==> src/rtl/sqd_pkg.sv <==
`default_nettype none

package sqd_pkg;

    localparam int unsigned TAB_DEPTH   = 128;
    localparam int unsigned CODE_SPAN_SQ = 65025;
    localparam int unsigned FRAC_SHIFT  = 30;
    localparam int unsigned RECIP_SHIFT = 18;
    localparam int unsigned ROOT_STAGES = 8;

    localparam logic [7:0]         TAG_BASE = 8'd252;
    localparam logic signed [15:0] Q_ONE    = 16'sd16384;
    localparam logic [16:0]        SQ_DEN   = 17'd130050;

    // Rounded-up reciprocal of SQ_DEN; the quotient estimate is exact or one too high.
    localparam logic [31:0] RECIP = 32'(((64'd1 << (FRAC_SHIFT + RECIP_SHIFT))
                                         + 64'(SQ_DEN) - 64'd1) / 64'(SQ_DEN));

    typedef logic [13:0] t_qmag;
    typedef logic [15:0] t_qsq;
    typedef logic [TAB_DEPTH-1:0][13:0] t_qmag_tab;
    typedef logic [TAB_DEPTH-1:0][15:0] t_qsq_tab;

    typedef enum logic [1:0] {
        SLOT_W,
        SLOT_X,
        SLOT_Y,
        SLOT_Z
    } t_slot;

    typedef struct packed {
        logic signed [15:0] qa;
        logic signed [15:0] qb;
        logic signed [15:0] qc;
        t_slot              slot;
        logic               ident;
        logic               last;
    } t_side;

    function automatic t_qmag_tab build_qmag();
        t_qmag_tab       tab;
        longint unsigned mag;
        longint unsigned num4;
        longint unsigned lo;
        longint unsigned hi;
        longint unsigned mid;
        longint unsigned t;
        int              k;
        tab = '0;
        for (k = 0; k < TAB_DEPTH; k++) begin
            mag  = 64'(2 * k + 1);
            num4 = (mag * mag) << 29;
            lo   = 0;
            hi   = 32767;
            while (lo < hi) begin
                mid = (lo + hi + 1) >> 1;
                t   = 2 * mid - 1;
                if (t * t * CODE_SPAN_SQ <= num4) begin
                    lo = mid;
                end else begin
                    hi = mid - 1;
                end
            end
            tab[k] = lo[13:0];
        end
        return tab;
    endfunction

    function automatic t_qsq_tab build_qsq();
        t_qsq_tab        tab;
        longint unsigned mag;
        int              k;
        tab = '0;
        for (k = 0; k < TAB_DEPTH; k++) begin
            mag    = 64'(2 * k + 1);
            tab[k] = 16'(mag * mag);
        end
        return tab;
    endfunction

    localparam t_qmag_tab QMAG_TAB = build_qmag();
    localparam t_qsq_tab  QSQ_TAB  = build_qsq();

    // Codes pair up around the midpoint, so one half-size table serves both signs.
    function automatic logic [6:0] tab_index(input logic [7:0] code);
        return code[7] ? code[6:0] : ~code[6:0];
    endfunction

    function automatic logic signed [15:0] code_to_q(input logic [7:0] code);
        logic signed [15:0] mag;
        mag = signed'({2'b00, QMAG_TAB[tab_index(code)]});
        return code[7] ? mag : -mag;
    endfunction

endpackage

`default_nettype wire

==> src/rtl/sqd_root_pipe.sv <==
`default_nettype none

module sqd_root_pipe import sqd_pkg::*; (
    input  wire logic        i_clk,
    input  wire logic        i_en,
    input  wire logic [31:0] i_rad,
    output logic      [15:0] o_root
);

    typedef struct packed {
        logic [19:0] rem;
        logic [15:0] root;
        logic [31:0] rad;
    } t_root_st;

    function automatic t_root_st root_step(input t_root_st s);
        t_root_st    o;
        logic [19:0] trial;
        o.rem = {s.rem[17:0], s.rad[31:30]};
        o.rad = {s.rad[29:0], 2'b00};
        trial = {2'b00, s.root, 2'b01};
        if (o.rem >= trial) begin
            o.rem  = o.rem - trial;
            o.root = {s.root[14:0], 1'b1};
        end else begin
            o.root = {s.root[14:0], 1'b0};
        end
        return o;
    endfunction

    t_root_st r_st [ROOT_STAGES];
    t_root_st n_st [ROOT_STAGES];

    always_comb begin
        n_st[0] = root_step(root_step('{rem: '0, root: '0, rad: i_rad}));
        for (int k = 1; k < ROOT_STAGES; k++) begin
            n_st[k] = root_step(root_step(r_st[k-1]));
        end
    end

    always_ff @(posedge i_clk) begin
        if (i_en) begin
            for (int k = 0; k < ROOT_STAGES; k++) begin
                r_st[k] <= n_st[k];
            end
        end
    end

    assign o_root = r_st[ROOT_STAGES-1].root;

endmodule

`default_nettype wire

==> src/rtl/smallest_three_quat_decode.sv <==
// Smallest-three quaternion decoder.
// Input channel (i_valid/o_ready): three 8-bit component codes, a slot tag and a
// last flag make one word. Output channel (o_valid/i_ready): one word per input
// word, holding w, x, y and z as signed Q1.14 and the copied last flag.
// The tag selects the slot of the reconstructed component; a tag below 252 gives
// the identity quaternion.
// The pipeline has one stage for the code tables and the sum of squares, two for
// the constant division, eight for the two-bits-per-stage square root and one for
// the slot select. Throughput is one word per cycle when the receiver keeps up.
// When the receiver stalls, the whole pipeline holds; a one-word skid register on
// the input takes the word offered in that cycle, so o_ready does not depend on
// i_ready combinationally. Words keep their order and none is lost or repeated.
// Reset clears all valid bits, the skid valid bit too; o_ready is high after reset.
`default_nettype none

module smallest_three_quat_decode import sqd_pkg::*; (
    input  wire logic               i_clk,
    input  wire logic               i_rst_n,
    input  wire logic               i_valid,
    output logic                    o_ready,
    input  wire logic        [7:0]  i_code_a,
    input  wire logic        [7:0]  i_code_b,
    input  wire logic        [7:0]  i_code_c,
    input  wire logic        [7:0]  i_slot_tag,
    input  wire logic               i_last_in,
    output logic                    o_valid,
    input  wire logic               i_ready,
    output logic signed      [15:0] o_quat_w,
    output logic signed      [15:0] o_quat_x,
    output logic signed      [15:0] o_quat_y,
    output logic signed      [15:0] o_quat_z,
    output logic                    o_last_out
);

    logic        en;
    logic        src_v;
    logic [7:0]  src_a;
    logic [7:0]  src_b;
    logic [7:0]  src_c;
    logic [7:0]  src_tag;
    logic        src_last;

    logic        r_skid_v;
    logic [7:0]  r_skid_a;
    logic [7:0]  r_skid_b;
    logic [7:0]  r_skid_c;
    logic [7:0]  r_skid_tag;
    logic        r_skid_last;

    logic [17:0] s1_sum;
    t_side       n_s1_sb;
    logic [16:0] n_s1_rem;

    logic        r_s1_v;
    t_side       r_s1_sb;
    logic [16:0] r_s1_rem;

    logic [48:0] s2_prod;
    logic        r_s2_v;
    t_side       r_s2_sb;
    logic [16:0] r_s2_rem;
    logic [30:0] r_s2_fest;

    logic [47:0] s3_chk;
    logic [47:0] s3_num;
    logic [30:0] n_s3_f;
    logic        r_s3_v;
    t_side       r_s3_sb;
    logic [30:0] r_s3_f;

    logic [ROOT_STAGES-1:0] r_rt_v;
    t_side                  r_rt_sb [ROOT_STAGES];
    logic [15:0]            root;

    logic signed [15:0] qd;
    logic signed [15:0] n_w;
    logic signed [15:0] n_x;
    logic signed [15:0] n_y;
    logic signed [15:0] n_z;
    t_side              last_sb;

    logic               r_out_v;
    logic signed [15:0] r_out_w;
    logic signed [15:0] r_out_x;
    logic signed [15:0] r_out_y;
    logic signed [15:0] r_out_z;
    logic               r_out_last;

    assign en      = !r_out_v || i_ready;
    assign o_ready = !r_skid_v;

    assign src_v    = r_skid_v || i_valid;
    assign src_a    = r_skid_v ? r_skid_a    : i_code_a;
    assign src_b    = r_skid_v ? r_skid_b    : i_code_b;
    assign src_c    = r_skid_v ? r_skid_c    : i_code_c;
    assign src_tag  = r_skid_v ? r_skid_tag  : i_slot_tag;
    assign src_last = r_skid_v ? r_skid_last : i_last_in;

    always_ff @(posedge i_clk) begin
        if (!i_rst_n) begin
            r_skid_v <= 1'b0;
        end else if (en) begin
            r_skid_v <= 1'b0;
        end else if (i_valid && o_ready) begin
            r_skid_v <= 1'b1;
        end
    end

    always_ff @(posedge i_clk) begin
        if (!en && i_valid && o_ready) begin
            r_skid_a    <= i_code_a;
            r_skid_b    <= i_code_b;
            r_skid_c    <= i_code_c;
            r_skid_tag  <= i_slot_tag;
            r_skid_last <= i_last_in;
        end
    end

    always_comb begin
        s1_sum = 18'(QSQ_TAB[tab_index(src_a)]) + 18'(QSQ_TAB[tab_index(src_b)])
               + 18'(QSQ_TAB[tab_index(src_c)]);
        n_s1_rem      = (s1_sum < 18'(SQ_DEN)) ? 17'(18'(SQ_DEN) - s1_sum) : '0;
        n_s1_sb.qa    = code_to_q(src_a);
        n_s1_sb.qb    = code_to_q(src_b);
        n_s1_sb.qc    = code_to_q(src_c);
        n_s1_sb.slot  = t_slot'(src_tag[1:0]);
        n_s1_sb.ident = src_tag < TAG_BASE;
        n_s1_sb.last  = src_last;
    end

    // The remaining radicand is scaled by 2^30 and divided by SQ_DEN in two steps:
    // a reciprocal estimate, then a one-step correction.
    assign s2_prod = 49'(r_s1_rem) * 49'(RECIP);
    assign s3_chk  = 48'(r_s2_fest) * 48'(SQ_DEN);
    assign s3_num  = 48'({r_s2_rem, 30'd0});
    assign n_s3_f  = (s3_chk > s3_num) ? r_s2_fest - 31'd1 : r_s2_fest;

    always_ff @(posedge i_clk) begin
        if (!i_rst_n) begin
            r_s1_v  <= 1'b0;
            r_s2_v  <= 1'b0;
            r_s3_v  <= 1'b0;
            r_rt_v  <= '0;
            r_out_v <= 1'b0;
        end else if (en) begin
            r_s1_v  <= src_v;
            r_s2_v  <= r_s1_v;
            r_s3_v  <= r_s2_v;
            r_rt_v  <= {r_rt_v[ROOT_STAGES-2:0], r_s3_v};
            r_out_v <= r_rt_v[ROOT_STAGES-1];
        end
    end

    always_ff @(posedge i_clk) begin
        if (en) begin
            r_s1_sb    <= n_s1_sb;
            r_s1_rem   <= n_s1_rem;
            r_s2_sb    <= r_s1_sb;
            r_s2_rem   <= r_s1_rem;
            r_s2_fest  <= s2_prod[RECIP_SHIFT +: 31];
            r_s3_sb    <= r_s2_sb;
            r_s3_f     <= n_s3_f;
            r_rt_sb[0] <= r_s3_sb;
            for (int k = 1; k < ROOT_STAGES; k++) begin
                r_rt_sb[k] <= r_rt_sb[k-1];
            end
            r_out_w    <= n_w;
            r_out_x    <= n_x;
            r_out_y    <= n_y;
            r_out_z    <= n_z;
            r_out_last <= last_sb.last;
        end
    end

    sqd_root_pipe u_root (
        .i_clk  (i_clk),
        .i_en   (en),
        .i_rad  ({1'b0, r_s3_f}),
        .o_root (root)
    );

    // The integer root u of the scaled radicand gives the rounded result as (u+1)/2.
    assign last_sb = r_rt_sb[ROOT_STAGES-1];
    assign qd      = signed'(16'((17'(root) + 17'd1) >> 1));

    always_comb begin
        n_w = last_sb.qa;
        n_x = last_sb.qb;
        n_y = last_sb.qc;
        n_z = qd;
        unique case (last_sb.slot)
            SLOT_W: begin
                n_w = qd;
                n_x = last_sb.qa;
                n_y = last_sb.qb;
                n_z = last_sb.qc;
            end
            SLOT_X: begin
                n_w = last_sb.qa;
                n_x = qd;
                n_y = last_sb.qb;
                n_z = last_sb.qc;
            end
            SLOT_Y: begin
                n_w = last_sb.qa;
                n_x = last_sb.qb;
                n_y = qd;
                n_z = last_sb.qc;
            end
            SLOT_Z: begin
                n_w = last_sb.qa;
                n_x = last_sb.qb;
                n_y = last_sb.qc;
                n_z = qd;
            end
            default: begin
                n_w = Q_ONE;
                n_x = '0;
                n_y = '0;
                n_z = '0;
            end
        endcase
        if (last_sb.ident) begin
            n_w = Q_ONE;
            n_x = '0;
            n_y = '0;
            n_z = '0;
        end
    end

    assign o_valid    = r_out_v;
    assign o_quat_w   = r_out_w;
    assign o_quat_x   = r_out_x;
    assign o_quat_y   = r_out_y;
    assign o_quat_z   = r_out_z;
    assign o_last_out = r_out_last;

endmodule

`default_nettype wire

==> config.mk <==
export PLATFORM = sky130hd
export DESIGN_NAME = smallest_three_quat_decode
export DESIGN_NICKNAME = d
export VERILOG_FILES = /design/src/rtl/sqd_pkg.sv /design/src/rtl/sqd_root_pipe.sv /design/src/rtl/smallest_three_quat_decode.sv
export SDC_FILE = /design/constraint.sdc
export NUM_CORES = 2
export LEC_CHECK = 0
export ABC_AREA = 0
export ABC_CLOCK_PERIOD_IN_PS = 41100
export BUFFER_PORTS_ARGS = -buffer_cell sky130_fd_sc_hd__buf_2
export CAP_MARGIN = 40
export CORE_MARGIN = 10
export CORE_UTILIZATION = 30
export CTS_BUF_LIST = sky130_fd_sc_hd__clkbuf_4 sky130_fd_sc_hd__clkbuf_8 sky130_fd_sc_hd__clkbuf_16
export CTS_CLUSTER_DIAMETER = 100
export DETAILED_ROUTE_END_ITERATION = 8
export PLACE_DENSITY = 0.55
export SETUP_SLACK_MARGIN = 0.4
export SLEW_MARGIN = 20
export SYNTH_ARGS = -nofsm -noshare
export SYNTH_HDL_FRONTEND = slang
export SYNTH_SLANG_ARGS = --single-unit
export TNS_END_PERCENT = 10
==> constraint.sdc <==
create_clock -name i_clk -period 41.1 [get_ports i_clk]
set_input_delay 4.11 -clock i_clk [delete_from_list [all_inputs] [get_ports i_clk]]
set_output_delay 4.11 -clock i_clk [all_outputs]
set_load 0.01 [all_outputs]
### After elaboration in Yosys (flattened, before gate mapping)

Memories as Yosys holds them, arrays and structs flattened.
Cells that the tools add are included.
Widths: inputs -> output; s select.

* add/sub/neg operators: 24
* multiply operators: 2
* magnitude comparators: 22
* eq/ne operators: 3
* multiplexer cells: 56
* bitwise logic cells: 4
* reductions and logical operators: 14

Operators with widths (number)
* $ge 20x18->1: 14
* $mux 20: 8
* $mux 18: 8
* $sub 20x18->20: 7
* $sub 18x18->18: 7
* $pmux 16 s3: 2
* $mux 14: 6
* $pmux 16 s2: 2
* $mul 17x32->49 const B: 1
* $gt 48x47->1: 1
* $mux 16: 3
* $neg 14->16: 3
* $mul 31x16->47 const B: 1
* $mux 8: 4
* $mux 31: 1
* $sub 31x1->31 const B: 1
* $lt 7x8->1 const B: 3
* $mux 7: 3
* $not 7->7: 3
* $ge 20x3->1: 1
* $sub 20x3->20: 1
* $mux 1: 19
* $add 17x16->18: 1
* $lt 18x17->1 const B: 1
* 15 further kinds: 24

* register bits: 363
* memory bits (writable): 928
* ROM bits: 11520
* bits of input ports: 37
* output and inout bits: 67
* word-level logic and storage cells: 174
* memories kept: 8

Memories
* (no name shown): depth 128, bits a word 16, rd ports 1, clocked after memory_dff 0, wr ports 0, RTL line smallest_three_quat_decode.sv:121 `+ 18'(QSQ_TAB[tab_index(src_c)]);`
* (no name shown): depth 128, bits a word 16, rd ports 1, clocked after memory_dff 0, wr ports 0, RTL line smallest_three_quat_decode.sv:120 `s1_sum = 18'(QSQ_TAB[tab_index(src_a)]) + 18'(QSQ_TAB[tab_index(src_b)])`
* (no name shown): depth 128, bits a word 16, rd ports 1, clocked after memory_dff 0, wr ports 0, RTL line smallest_three_quat_decode.sv:120
* (no name shown): depth 128, bits a word 14, rd ports 1, clocked after memory_dff 0, wr ports 0, RTL line sqd_pkg.sv:91 `mag = signed'({2'b00, QMAG_TAB[tab_index(code)]});`
* (no name shown): depth 128, bits a word 14, rd ports 1, clocked after memory_dff 0, wr ports 0, RTL line sqd_pkg.sv:91
* (no name shown): depth 128, bits a word 14, rd ports 1, clocked after memory_dff 0, wr ports 0, RTL line sqd_pkg.sv:91
* +2 memories

### Depth between registers and ports, before layout

* depth after elaboration: 8
* mapped depth: 34
* mapped depth without buffers: 33

### Modules after synthesis

Synthesis repeated with hierarchy kept, for this count alone.

* cell total of the unflattened synthesis: 6037
* area, all modules: 67409.7 um^2

By module, submodules not included
* smallest_three_quat_decode: instances 1, cells each 4215, area an instance 48172.5 um^2, seq. area each 23142.2 um^2
* sqd_root_pipe: instances 1, cells each 1822, area an instance 19237.2 um^2, seq. area each 9068.7 um^2

### Least setup slack after synthesis

Ideal clock, no wire load.

* path type: input to register
* start point: input i_ready
* end point: register r_out_last, in the netlist o_last_out, enable pin
* setup time: 1.795 ns
* arrival: 32.078 ns
* required time: 39.305 ns
* path slack: 7.227 ns
* cell stages on the path: 3
* buffers on the path: 1
* path through: nor2b_1 inv_1 clkbuf_1

* cells in the longest elaborated chain, start to end: 1

RTL lines
* start: declaration: RTL line smallest_three_quat_decode.sv:27 `input wire logic i_ready,`
* $logic_or 1x1->1: RTL line smallest_three_quat_decode.sv:89 `assign en = !r_out_v || i_ready;`
* via en: RTL line smallest_three_quat_decode.sv:35 `logic en;`
* end signal: assignment: RTL line smallest_three_quat_decode.sv:171 `r_out_last <= last_sb.last;`
* end: declaration: RTL line smallest_three_quat_decode.sv:87 `logic r_out_last;`

The timed path passes the listed nets, and every way through them passes these cells.
A chain may end at the register's enable or synchronous reset.

### Final worst setup path

* start point: input i_code_b[7]
* end point: register r_s1_rem[8], data pin

* cells in the longest elaborated chain, start to end: 7
* elaborated cells on any way between the ends: 8
* classes of those cells: add/sub (3); order compare (1); mux (3); memory (1)

RTL lines
* start: declaration: RTL line smallest_three_quat_decode.sv:22 `input wire logic [7:0] i_code_b,`
* $mux 8 *: RTL line smallest_three_quat_decode.sv:94 `assign src_b = r_skid_v ? r_skid_b : i_code_b;`
* $mux 7 *: RTL line sqd_pkg.sv:86 `return code[7] ? code[6:0] : ~code[6:0];`
* $mem_v2 128x16 *
* $mux 16 (implied by the code) *: RTL line smallest_three_quat_decode.sv:120
* $add 16x16->17 *: RTL line smallest_three_quat_decode.sv:120
* $add 17x16->18 *: RTL line smallest_three_quat_decode.sv:121
* $sub 17x17->17 / $lt 18x17->1 (equally long branches): RTL line smallest_three_quat_decode.sv:122 `n_s1_rem = (s1_sum < 18'(SQ_DEN)) ? 17'(18'(SQ_DEN) - s1_sum) : '0;`
* end signal: assignment: RTL line smallest_three_quat_decode.sv:157 `r_s1_rem <= n_s1_rem;`
* end: declaration: RTL line smallest_three_quat_decode.sv:56 `logic [16:0] r_s1_rem;`

Mark *: on every way between the ends. The rest lies on a longest branch, timed or not. The select of a mux whose other input is x is not followed.

==> reports/results.ini <==
[cts]
cts_root_buf = clkbuf_16
clock_latency_ns = 0.77
cts_resized = 0
cts_setup_buffers = 0
h-tree-depth = 3
path_clk_slew_ns = 0.06
cts_buffers = 109
clock_sink_count = 1072
max-clock-path-buffers = 3
cts_tree = done
hold_buffers = 0

[synth]
yosys.cell_types.count = 93
yosysTopAreaCell = edfxtp_1
netlist_instances = 6024
ys_top_cells_by_count = edfxtp_1 (1059), ha_1 (529), nor2_1 (497)
netlist_area_um2 = 66800
ys_top_cells_by_area = edfxtp_1 (48%), ha_1 (9.9%), fa_1 (5.5%)
syn-num-nets = 6772
synth.most_common_cell = edfxtp_1
postSynth.asyncResetShare_pct = 0
ys_ff_latch = 1072
yosysWarnings = 0
synth_top_area_share_pct = 47.6
ys.flop_type = edfxtp_1
synth_area_per_cell_um2 = 11.1
seq_area_frac_synth_pct = 48.0
synth_enable_flop_cells = 1059

[final_layout]
nets = 6802
seq_area_um2 = 32100
final_cell_area_um2 = 74800
drive_gt1_share_pct = 8.04
nFillCells = 22200
multi_input_area_um2 = 32300
synthToLayoutAreaGrowth_pct = 11.9
finish.utilization_pct = 33.7

[detailed_routing]
drt_iter0_drc = 4195
wl_um = 173000
num_vias = 46600
drc_errors = 0
ant_nets = 0
vias_per_cell = 5.11
firstDrtPassIters = 6
routedWlPerCell_um = 19.0

[floorplan]
pin_count = 104
die_w_um = 492
core_um2 = 222000
die_y_um = 492
std_cell_rows = 173
start_util_pct = 30.1
die_area_um2 = 242000

[timing]
finalCriticalPeriod_ns = 10.70
hold_violations = 0
tns_ns = 0
max_slew_margin_pct = 29.6
report.final.slew_viol_count = 0
max_freq_mhz = 93.4
rsz0062_at_grt = no
setup-violations-final = 0
min_period_over_period_pct = 26.0
tightest_slew_ns = 1.06
skew_ns = 0.0754

[job]
maxCapViolations = 0

[worst_setup_path]
critPathKind = primary input to flop
cp_data_required_time_ns = 41.53
arrival_ns = 11.14
r2r-end = r_s3_f[16]$_DFFE_PP_
reg2reg_slack_ns = 31.03
path_max_fanout = 21
rr_worst_depth = 30
cp-start-kind = primary input
r2r-start = r_s2_fest[8]$_DFFE_PP_
endpoint_kind = flop

[global_route]
grt_antenna_before_repair = 4
grt_max_degree = 210
grt_pass1_wl_um = 270000
grt_usage_pct = 13.8
grt_pass1_vias = 45900
overflow = 0

[worst_hold_path]
worstHoldEndpoint = r_rt_sb[1][102]$_DFFE_PP_
min_path_cells = 0
hold_class = flop to flop
worstHoldStart = r_rt_sb[1][50]$_DFFE_PP_

[place]
dp_hpwl_um = 127000
io_buffers = 103
place.gp.congestion = 0.919
dpl-instance-area_um2 = 70900

[run_status]
status = complete, no violations

flip-flops by register name (all words and copies together) (netlist names), 15 cells and up:
signal	flops
o_quat_w	16
o_quat_x	16
o_quat_y	16
o_quat_z	16
r_rt_sb	416
r_s1_rem	15
r_s1_sb	52
r_s2_fest	31
r_s2_rem	15
r_s2_sb	52
r_s3_f	31
r_s3_sb	52
u_root.r_st	297
routing by layer:
metal	GRT usage, %	vias to the layer above	part of all wire (%)
met4	3.79	4	2.6
met3	2.03	261	5.3
li1	-	22400	-
met1	19.6	22600	47
met5	0	-	0.013
met2	21.7	1327	45
stage by stage:
stage	instances	setup slack [ns]	hold slack, ns
after detailed placement	8912	29.59	0.405
after floorplan	6024	7.23	0.400
after global routing	9121	29.84	0.376
after global placement	8895	29.68	0.400
after CTS	9114	30.33	0.366
final	9122	30.40	0.370
how the worst max path moves through the flow:
stage	start	endpoint	slack, ns	cells after the start
detailed placement	i_code_a[7]	r_s1_rem[8]$_SDFFCE_PP0P_	29.59	22
floorplan	i_ready	o_last_out$_DFFE_PP_	7.23	3
global route	i_code_b[7]	r_s1_rem[8]$_SDFFCE_PP0P_	29.84	22
CTS	i_code_a[7]	r_s1_rem[8]$_SDFFCE_PP0P_	30.33	22
global placement	i_code_a[7]	r_s1_rem[8]$_SDFFCE_PP0P_	29.68	22
finish	i_code_b[7]	r_s1_rem[8]$_SDFFCE_PP0P_	30.40	22
logic make-up (layout without fill, tap and decap cells):
group	count (synthesis)	after routing	share of synthesized area [%]
compound gates	1515	1515	14.9
simple gates	1514	1514	10.6
flops	1072	1072	48.0
fa+ha+maj	711	711	15.4
buf+inv	700	821	4.01
xor+xnor	367	367	4.81
mux	145	145	2.32
other cells	0	2	0
layout make-up:
cell class / instances / area share, %
Antenna cell: 2 / 0.00669
Timing Repair Buffer: 187 / 1.74
Inverter: 432 / 2.18
Tap cell: 2975 / 4.98
Multi-Input combinational cell: 4252 / 43.2
Sequential cell: 1072 / 42.9
Clock inverter: 69 / 1.16
Clock buffer: 133 / 3.90
placed cells by master (no fill, tap or decap), types with 34 or more instances in the layout:
master	netlist	routed
edfxtp_1	1059	1059
clkbuf_16	0	109
and3_1	35	34
o21ai_0	299	299
xnor2_1	251	250
a211oi_1	113	112
a21oi_1	397	397
nand2_1	402	402
nor4_1	40	40
nand3_1	115	115
mux2i_1	96	82
o211ai_1	66	66
xor2_1	116	116
nor2b_1	41	41
buf_4	0	61
o22ai_1	49	49
inv_1	422	420
o21a_1	42	42
a21o_1	69	69
nand4_1	45	45
nand2b_1	44	44
nor2_1	497	497
mux2_2	43	43
nor3_1	138	138
fa_1	182	182
ha_1	529	529
a21boi_0	36	36
a31oi_1	54	54
o31ai_1	49	49
buf_2	31	109
critical path: stages:
cell and delay, ns:
buf_2 0.27, xnor2_1 0.16, mux2_2 0.58, clkinv_1 0.72
ha_1 0.66, inv_1 0.29, ha_1 0.30, o21ai_0 0.13
a21oi_1 0.32, fa_1 0.48, ha_1 0.35, a21o_1 0.19
a21oi_1 0.23, o21bai_1 0.12, a2111oi_0 0.67, o311ai_0 0.33
xor2_1 0.23, and2_1 0.23, o2111ai_1 0.13, a22oi_1 0.27
buf_4 0.24, nor2_1 0.07
Power is not shown: default switching activity piles up to over one toggle a cycle in this logic, so the estimate is an artifact.
